<file path="src/hdl/sdc_pkg.sv">
// Shared types, constants and the sector remap for the SVPWM duty calculator.
package sdc_pkg;

  localparam int HALF_SQRT3_Q16 = 56756;
  localparam int TIME_FRAC      = 12;
  localparam int DIV_STAGES     = 28;

  localparam logic [15:0] PERIOD_RST = 16'd4000;
  localparam logic [31:0] GAIN_RST   = 32'd0;

  localparam logic [0:0] CFG_PERIOD = 1'b0;
  localparam logic [0:0] CFG_GAIN   = 1'b1;

  localparam logic [2:0] SEC_ZERO = 3'd0;
  localparam logic [2:0] SEC_I    = 3'd1;
  localparam logic [2:0] SEC_II   = 3'd2;
  localparam logic [2:0] SEC_III  = 3'd3;
  localparam logic [2:0] SEC_IV   = 3'd4;
  localparam logic [2:0] SEC_V    = 3'd5;
  localparam logic [2:0] SEC_VI   = 3'd6;

  // active times and flags that ride alongside the divider
  typedef struct packed {
    logic [30:0] t1;
    logic [30:0] t2;
    logic        over;
    logic [2:0]  sector;
  } side_t;

  function automatic logic [2:0] sector_of_code(input logic [2:0] code);
    logic [2:0] s;
    case (code)
      3'd1:    s = SEC_II;
      3'd2:    s = SEC_VI;
      3'd3:    s = SEC_I;
      3'd4:    s = SEC_IV;
      3'd5:    s = SEC_III;
      3'd6:    s = SEC_V;
      default: s = SEC_ZERO;
    endcase
    return s;
  endfunction

endpackage

</file>
<file path="src/hdl/sdc_back.sv">
// Compare value build, saturation, phase ordering and output register.
module sdc_back (
  input  logic        clk_i,
  input  logic        rst_ni,
  input  logic        en_i,
  input  logic        valid_i,
  input  logic [27:0] q1_i,
  input  logic [27:0] q2_i,
  input  sdc_pkg::side_t side_i,
  input  logic [15:0] period_i,
  output logic        valid_o,
  output logic [15:0] duty_a_o,
  output logic [15:0] duty_b_o,
  output logic [15:0] duty_c_o,
  output logic [2:0]  sector_number_o,
  output logic        over_modulated_o
);
  import sdc_pkg::*;

  logic [30:0] tt1, tt2;
  logic [31:0] rest;
  logic [20:0] v1_d, v2_d, v3_d;
  logic [20:0] v1_q, v2_q, v3_q;
  logic [2:0]  sec_q;
  logic        over_q;
  logic [1:0]  vld_q;

  always_comb begin
    tt1  = side_i.over ? 31'(q1_i) : side_i.t1;
    tt2  = side_i.over ? 31'(q2_i) : side_i.t2;
    rest = 32'({period_i, 12'b0}) - 32'(tt1) - 32'(tt2);
    v1_d = 21'(rest[27:13]);
    v2_d = v1_d + 21'(tt1[30:12]);
    v3_d = v2_d + 21'(tt2[30:12]);
  end

  logic [15:0] s1, s2, s3, half;
  logic [15:0] da_d, db_d, dc_d;
  logic [15:0] da_q, db_q, dc_q;
  logic [2:0]  sec_out_q;
  logic        over_out_q;

  assign half = period_i >> 1;

  always_comb begin
    s1 = (v1_q > 21'(period_i)) ? period_i : v1_q[15:0];
    s2 = (v2_q > 21'(period_i)) ? period_i : v2_q[15:0];
    s3 = (v3_q > 21'(period_i)) ? period_i : v3_q[15:0];
    case (sec_q)
      SEC_ZERO: begin da_d = half; db_d = half; dc_d = half; end
      SEC_I:    begin da_d = s1;   db_d = s2;   dc_d = s3;   end
      SEC_II:   begin da_d = s2;   db_d = s1;   dc_d = s3;   end
      SEC_III:  begin da_d = s3;   db_d = s1;   dc_d = s2;   end
      SEC_IV:   begin da_d = s3;   db_d = s2;   dc_d = s1;   end
      SEC_V:    begin da_d = s2;   db_d = s3;   dc_d = s1;   end
      default:  begin da_d = s1;   db_d = s3;   dc_d = s2;   end
    endcase
  end

  always_ff @(posedge clk_i or negedge rst_ni) begin
    if (!rst_ni) begin
      vld_q <= '0;
    end else if (en_i) begin
      vld_q <= {vld_q[0], valid_i};
    end
  end

  always_ff @(posedge clk_i) begin
    if (en_i) begin
      v1_q       <= v1_d;
      v2_q       <= v2_d;
      v3_q       <= v3_d;
      sec_q      <= side_i.sector;
      over_q     <= side_i.over;
      da_q       <= da_d;
      db_q       <= db_d;
      dc_q       <= dc_d;
      sec_out_q  <= sec_q;
      over_out_q <= over_q;
    end
  end

  assign valid_o          = vld_q[1];
  assign duty_a_o         = da_q;
  assign duty_b_o         = db_q;
  assign duty_c_o         = dc_q;
  assign sector_number_o  = sec_out_q;
  assign over_modulated_o = over_out_q;

endmodule

</file>
<file path="config.mk">
export PLATFORM = sky130hd
export DESIGN_NAME = sdc_back
export DESIGN_NICKNAME = d
export VERILOG_FILES = /design/src/hdl/sdc_pkg.sv /design/src/hdl/sdc_back.sv
export SDC_FILE = /design/constraint.sdc
export NUM_CORES = 1
export LEC_CHECK = 0
export BUFFER_PORTS_ARGS = -buffer_cell sky130_fd_sc_hd__buf_2
export CORE_MARGIN = 2
export CORE_UTILIZATION = 50
export DETAILED_ROUTE_END_ITERATION = 10
export PLACE_DENSITY = 0.74
export SETUP_SLACK_MARGIN = 0.2
export SLEW_MARGIN = 5
export SYNTH_ARGS = -nofsm -noshare
export SYNTH_HDL_FRONTEND = slang
export SYNTH_SLANG_ARGS = --single-unit
</file>
<file path="constraint.sdc">
create_clock -name clk_i -period 8 [get_ports clk_i]
set_input_delay 2 -clock clk_i [delete_from_list [all_inputs] [get_ports clk_i]]
set_output_delay 2 -clock clk_i [all_outputs]
set_load 0.02 [all_outputs]
</file>
==> impl_metrics.csv, run 1 <==
group,metric,value,unit
critical_path,critPathMaxStageDelay,0.52,ns
routing,wl_per_cell,17.75,um
global_routing,grt_util_all_layers,24.65,%
clock_tree,clkSlewWorstSetupHoldPaths,0.06,ns
critical_path,crit_family,"compound AO/OA/AOI/OAI gates",
timing,maxSlewViolCount,0,
cells_and_area,fillers,1667,
critical_path,required,8.17,ns
critical_path,path_class,"input pin to flip-flop",
clock_tree,clock-sinks,114,
critical_path,cp.arrival,7.65,ns
logic_synthesis,synth_area_leader_cell,"edfxtp_1",
global_routing,grt.busiest_layer,"met2",
clock_tree,insertion_delay,0.43,ns
logic_synthesis,synthTopCellsByArea,"edfxtp_1 32%, ha_1 14%, mux2i_1 7.8%",
clock_tree,cts_inserted_buffers,17,
routing,vias_per_cell,5.958,
routing,via_count,9128,
critical_path,r2r-start,"v2_q[14]",
global_routing,grt.met3_usage,3.650,%
critical_path,worstSetupStartpoint,"side_i[3]",
placement,place.gp.congestion,0.8657,
floorplan,start_util,51.26,%
timing,setup-violations-final,0,
critical_path,reg2reg_setup_slack,4.24,ns
floorplan,die_y,148.3,um
placement,io_buffers,194,
clock_tree,cts_tree,"done",
global_routing,met1_usage,34.60,%
power_and_ir_drop,seqPwrFrac,23.5,%
timing,max_freq,133.8,MHz
logic_synthesis,ys_seq_area_share,32.80,%
global_routing,grt.overflow.total,0,
timing,worst_pin_slew,1.050,ns
logic_synthesis,syn_inst,1045,
global_routing,antenna_found_initial,0,
routing,remaining_drc_errors,0,
power_and_ir_drop,comb_power_share,57.1,%
logic_synthesis,dominantRegCellSynth,"edfxtp_1",
clock_tree,ctsLongestPathBuffers,2,
logic_synthesis,avgSynthCellArea,9.957,um2
timing,fin_ws,0.5258,ns
cells_and_area,syn2layout_area_growth,21.89,%
clock_tree,cts_root_buffer,"clkbuf_16",
global_routing,grt_max_degree,76,
critical_path,endpoint_kind,"flip-flop",
timing,relSlewSlack,29.99,%
cells_and_area,drive_gt1_share,25.44,%
logic_synthesis,synthArstFlopShare,1.754,%
logic_synthesis,yosysWarnings,0,
power_and_ir_drop,switching_share,38.98,%
global_routing,grt_pass1_vias,8478,
cells_and_area,layout.nets,1528,
routing,antenna_left,0,
job,maxCapViolCount,0,
placement,dpl.hpwl,20920,um
global_routing,grt_pass1_wl,43070,um
timing,finalHoldViolations,0,
logic_synthesis,synth_top_area_share,32.32,%
power_and_ir_drop,intPower,0.002836,W
global_routing,use_met2,39.58,%
logic_synthesis,synth_fp_nets,1324,
power_and_ir_drop,power,0.004647,W
routing,drt_first_iter_violations,793,
critical_path,path_max_fanout,9,
logic_synthesis,synth-edff-count,112,
power_and_ir_drop,power.leakage,5.854,nW
routing,drtPass1Iterations,7,
timing,period_minus_slack,7.474,ns
power_and_ir_drop,ir_drop,0.2151,mV
floorplan,placementRows,52,
cells_and_area,utilization,62.48,%
floorplan,dieArea,21980,um2
logic_synthesis,ys_seq_elements,114,
logic_synthesis,netlist_area,10400,um2
clock_tree,htree_levels,4,
worst_hold_path,holdCritStartpoint,"over_q",
logic_synthesis,synth.distinct_cells,67,
timing,rsz0062_at_grt,"no",
cells_and_area,antenna_cells,0,
routing,routed_wl,27200,um
timing,period_share,93.43,%
floorplan,die_x,148.3,um
timing,clock_skew,0.01048,ns
floorplan,core-area,20300,um2
status,status,"finished, final reports clean",
placement,dp_slack,-0.1177,ns
floorplan,io_pins,195,
critical_path,setup.worst_path.start_class,"input pin",
power_and_ir_drop,p_per_area,366.4,nW/um2
critical_path,cpMaxStageDelayCell,"fa_1",
power_and_ir_drop,p_clk_share,19.4,%
power_and_ir_drop,p_sw,0.001812,W
critical_path,critical_path_buf_inv_count,2,
worst_hold_path,hold_path_class,"flip-flop to flip-flop",
placed cells by master, fill, tap and decap left out, drive strengths merged, types with 10 or more instances in the layout:
cell type,n
xnor2,29
o21ai,45
nor3,23
buf,233
ha,120
o32a,15
a221oi,22
nand4,15
or3,10
fa,17
mux2,21
clkbuf,19
a21boi,11
a211oi,38
a21oi,98
inv,69
nor2,60
xor2,20
edfxtp,112
mux2i,81
a21o,34
nand2,42
registers in the layout (all words and copies together), names as in the netlist:
name and flops:
over_modulated_o 1, v2_q 20, duty_b_o 16, duty_c_o 16, v3_q 21, v1_q 15
over_q 1, sector_number_o 3, duty_a_o 16, vld_q 2, sec_q 3
layout make-up:
class | instances | area, um2 | area share (%)
timing repair buffer | 233 | 1272 | 10.03
sequential | 114 | 3413 | 26.91
tap | 270 | 337.8 | 2.664
multi-input combinational | 813 | 6701 | 52.84
inverter | 70 | 262.8 | 2.072
clock inverter | 13 | 261.5 | 2.062
clock buffer | 19 | 432.9 | 3.414
per-stage QoR:
| step | TNS, ns | cells | hold slack, ns | cell area, um2 |
|---|---|---|---|---|
| floorplan | 0 | 1045 | 0.4003 | 10460 |
| global placement | 0 | 1497 | 0.4127 | 11810 |
| detailed placement | -0.2077 | 1497 | 0.4139 | 11810 |
| CTS | 0 | 1529 | 0.4349 | 12500 |
| global route | 0 | 1532 | 0.4459 | 12680 |
| finish | 0 | 1532 | 0.4274 | 12680 |
routing by layer:
metal,routed length [um],up-vias,part of all wire [%]
met2,12360,420,45
li1,-,4412,-
met4,421,0,1.5
met5,0,-,0
met1,12440,4254,46
met3,1977,42,7.3
power by group through the flow:
stage | Combinational [W] | Clock, W | Sequential (W)
floorplan | 0.00176 | 0 | 0.00110
global placement | 0.00240 | 0 | 0.00110
detailed placement | 0.00248 | 0 | 0.00110
CTS | 0.00251 | 0.000912 | 0.00109
global route | 0.00293 | 0.000937 | 0.00111
finish | 0.00265 | 0.000900 | 0.00109
Yosys cell counts (all sizes together) (6+ instances only):
cell	number
clkbuf	39
a211oi	38
a21o	34
a22o	7
mux2	21
a21boi	11
nand4	15
edfxtp	112
xnor2	29
o32a	15
a221oi	22
ha	120
a31oi	6
fa	17
inv	69
buf	9
nand3	8
o21ai	45
nand2	42
nor2b	9
xor2	20
a21oi	98
nor2	60
o21a	9
nor3	23
o21bai	8
or3	10
mux2i	81
worst paths after layout:
path | depth (start not counted) | endpoint
min in group asynchronous | 1 | vld_q[0]
max in group asynchronous | 1 | vld_q[1]
hold / removal | 0 | over_modulated_o
hold reg to reg | 0 | over_modulated_o
setup / recovery | 30 | v3_q[19]
setup reg to reg | 9 | duty_b_o[11]
cell families after synthesis:
kind of cell | after synthesis | share of synthesized area, %
AOI/OAI and AO/OA | 331 | 21.50
and+or+nand+nor | 194 | 9.079
adders and majority gates | 137 | 17.70
buffers and inverters | 118 | 4.473
DFF | 114 | 32.80
muxes | 102 | 10.32
xor gates and xnor gates | 49 | 4.125
timing repair:
item / in CTS / in global routing
resized for setup: 0 / 33
setup buffers: 0 / 3
setup endpoints to repair: 0 / 7
hold buffers: 0 / 0
No activity file was read; power rests on OpenSTA's default activity.
==> run 2: changes to the inputs <==
==> constraint.sdc (replaced) <==
create_clock -name clk_i -period 8 [get_ports clk_i]
set_input_delay 1.2 -clock clk_i [delete_from_list [all_inputs] [get_ports clk_i]]
set_output_delay 1.2 -clock clk_i [all_outputs]
set_load 0.02 [all_outputs]
==> run 2 against run 1 <==
Against the previous run: first-iteration DRC count grew 21%; routed wire length down 4.6%; count of clock-buffer cells in the layout decreased by 2; register-to-register slack better by 0.06 ns; sequential cell count unchanged; sequential power about the same; global-route usage shrank 0.90 points; critical path type unchanged; largest power group unchanged; highest routed layer unchanged.
==> impl_metrics.csv, run 2 (synthesized netlist as in run 1, its figures left out) <==
group,metric,value,unit
clock_tree,clock-sinks,114,
clock_tree,insertion_delay,0.43,ns
cells_and_area,drive_gt1_share,21.54,%
status,status,"finished, final reports clean",
clock_tree,cts_inserted_buffers,17,
routing,via_count,8928,
clock_tree,cts_hold_repair.buffers,0,
clock_tree,clkSlewWorstSetupHoldPaths,0.06,ns
placement,place.gp.congestion,0.9186,
cells_and_area,fillers,1711,
job,maxCapViolCount,0,
timing,max_freq,139.3,MHz
critical_path,cpMaxStageDelayCell,"fa_1",
timing,rsz0062_at_grt,"no",
placement,place_inst,1473,
clock_tree,cts_root_buffer,"clkbuf_16",
critical_path,path_class,"input pin to flip-flop",
power_and_ir_drop,comb_power_share,56.3,%
cells_and_area,syn2layout_area_growth,17.08,%
routing,drt_first_iter_violations,960,
power_and_ir_drop,switching_share,41.00,%
placement,io_buffers,194,
routing,drtPass1Iterations,5,
power_and_ir_drop,p_per_area,340.1,nW/um2
floorplan,start_util,51.26,%
timing,relSlewSlack,27.10,%
clock_tree,htree_levels,4,
routing,vias_per_cell,5.932,
floorplan,die_y,148.3,um
global_routing,grt_util_all_layers,23.75,%
power_and_ir_drop,p_sw,0.001698,W
power_and_ir_drop,p_clk_share,17.4,%
power_and_ir_drop,power.leakage,5.617,nW
critical_path,critPathMaxStageDelay,0.52,ns
timing,tns,0,ns
cells_and_area,stdcell_count,1505,
clock_tree,postCtsSetupRepairBufs,0,
cells_and_area,antenna_cells,0,
clock_tree,ctsResizeCount,0,
cells_and_area,reg_top3,"v3_q (21), v2_q (20)",
clock_tree,cts_tree,"done",
timing,maxSlewViolCount,0,
clock_tree,ctsLongestPathBuffers,2,
routing,antenna_left,0,
floorplan,dieArea,21980,um2
timing,clock_skew,0.01573,ns
global_routing,grt_max_degree,76,
power_and_ir_drop,seqPwrFrac,26.4,%
timing,worst_pin_slew,1.093,ns
timing,finalHoldViolations,0,
cells_and_area,largest-register,"v3_q",
placement,dpl.hpwl,20310,um
cells_and_area,largest_reg_flops,21,
routing,remaining_drc_errors,0,
floorplan,core-area,20300,um2
global_routing,grt_pass1_wl,41780,um
floorplan,io_pins,195,
floorplan,die_x,148.3,um
critical_path,reg2reg_setup_slack,4.30,ns
global_routing,grt.overflow.total,0,
power_and_ir_drop,intPower,0.002444,W
cells_and_area,layout.nets,1501,
routing,routed_wl,25950,um
timing,period_share,89.71,%
critical_path,required,8.18,ns
critical_path,cp.arrival,7.36,ns
routing,wl_per_cell,17.24,um
power_and_ir_drop,ir_drop,0.1664,mV
placement,placed_area,11610,um2
cells_and_area,design_area,12180,um2
timing,setup-violations-final,0,
critical_path,setup.worst_path.start_class,"input pin",
global_routing,antenna_found_initial,0,
cells_and_area,final_cell_mix,"192 x buf_2, 120 x ha_1, 112 x edfxtp_1",
cells_and_area,final_common_cell,"buf_2",
timing,period_minus_slack,7.177,ns
worst_hold_path,hold_path_class,"flip-flop to flip-flop",
critical_path,endpoint_kind,"flip-flop",
floorplan,placementRows,52,
global_routing,grt_pass1_vias,8286,
critical_path,path_max_fanout,18,
==> run 2: power by group through the flow <==
stage / clock (W) / combinational, W / sequential (W)
2_1_floorplan: 0 / 0.00174 / 0.00110
3_3_place_gp: 0 / 0.00225 / 0.00110
3_5_place_dp: 0 / 0.00230 / 0.00110
4_1_cts: 0.000730 / 0.00231 / 0.00109
5_1_grt: 0.000757 / 0.00262 / 0.00111
6_report: 0.000720 / 0.00233 / 0.00109
==> run 2: per-layer routing <==
metal  part of all wire, %  track usage, %
met5                     0               0
met2                    43           36.11
met4                   2.4           8.429
met1                    47           34.51
met3                   6.9           3.650
==> run 2: final timing paths <==
| path | cells after the start | startpoint | to |
|---|---|---|---|
| setup reg to reg | 9 | v2_q[14] | duty_b_o[5] |
| setup / recovery | 30 | side_i[3] | v3_q[19] |
| hold reg to reg | 0 | over_q | over_modulated_o |
| hold / removal | 0 | over_q | over_modulated_o |
| min in group asynchronous | 1 | rst_ni | vld_q[0] |
| max in group asynchronous | 1 | rst_ni | vld_q[1] |
==> run 2: cell type report <==
cell class                      count  area [um2]  share of cell area [%]
Clock buffer                       17       425.4                   3.492
Sequential cell                   114        3413                   28.02
Tap cell                          270       337.8                   2.773
Multi-Input combinational cell    813        6529                   53.59
Clock inverter                     15       143.9                   1.181
Inverter                           70       262.8                   2.157
Timing Repair Buffer              206        1070                   8.782
==> run 2: stage by stage <==
step	utilization, %	total power [W]	setup WS (ns)	hold WS (ns)
after floorplan	-	0.002844	0.2308	0.4003
after global placement	57.19	0.003347	0.3574	0.4118
after detailed placement	57.19	0.003397	0.2375	0.4374
after CTS	59.99	0.004131	0.6420	0.4589
after global routing	60.01	0.004487	0.2620	0.4630
final	60.01	0.004142	0.8229	0.4555
==> run 2: critical path: cells and delay by family <==
| family | cells | cell delay [ns] |
|---|---|---|
| compound gates | 14 | 2.38 |
| fa+ha+maj | 4 | 1.54 |
| simple gates | 7 | 1.31 |
| mux | 1 | 0.39 |
| xor+xnor | 2 | 0.27 |
| buf+inv | 2 | 0.24 |
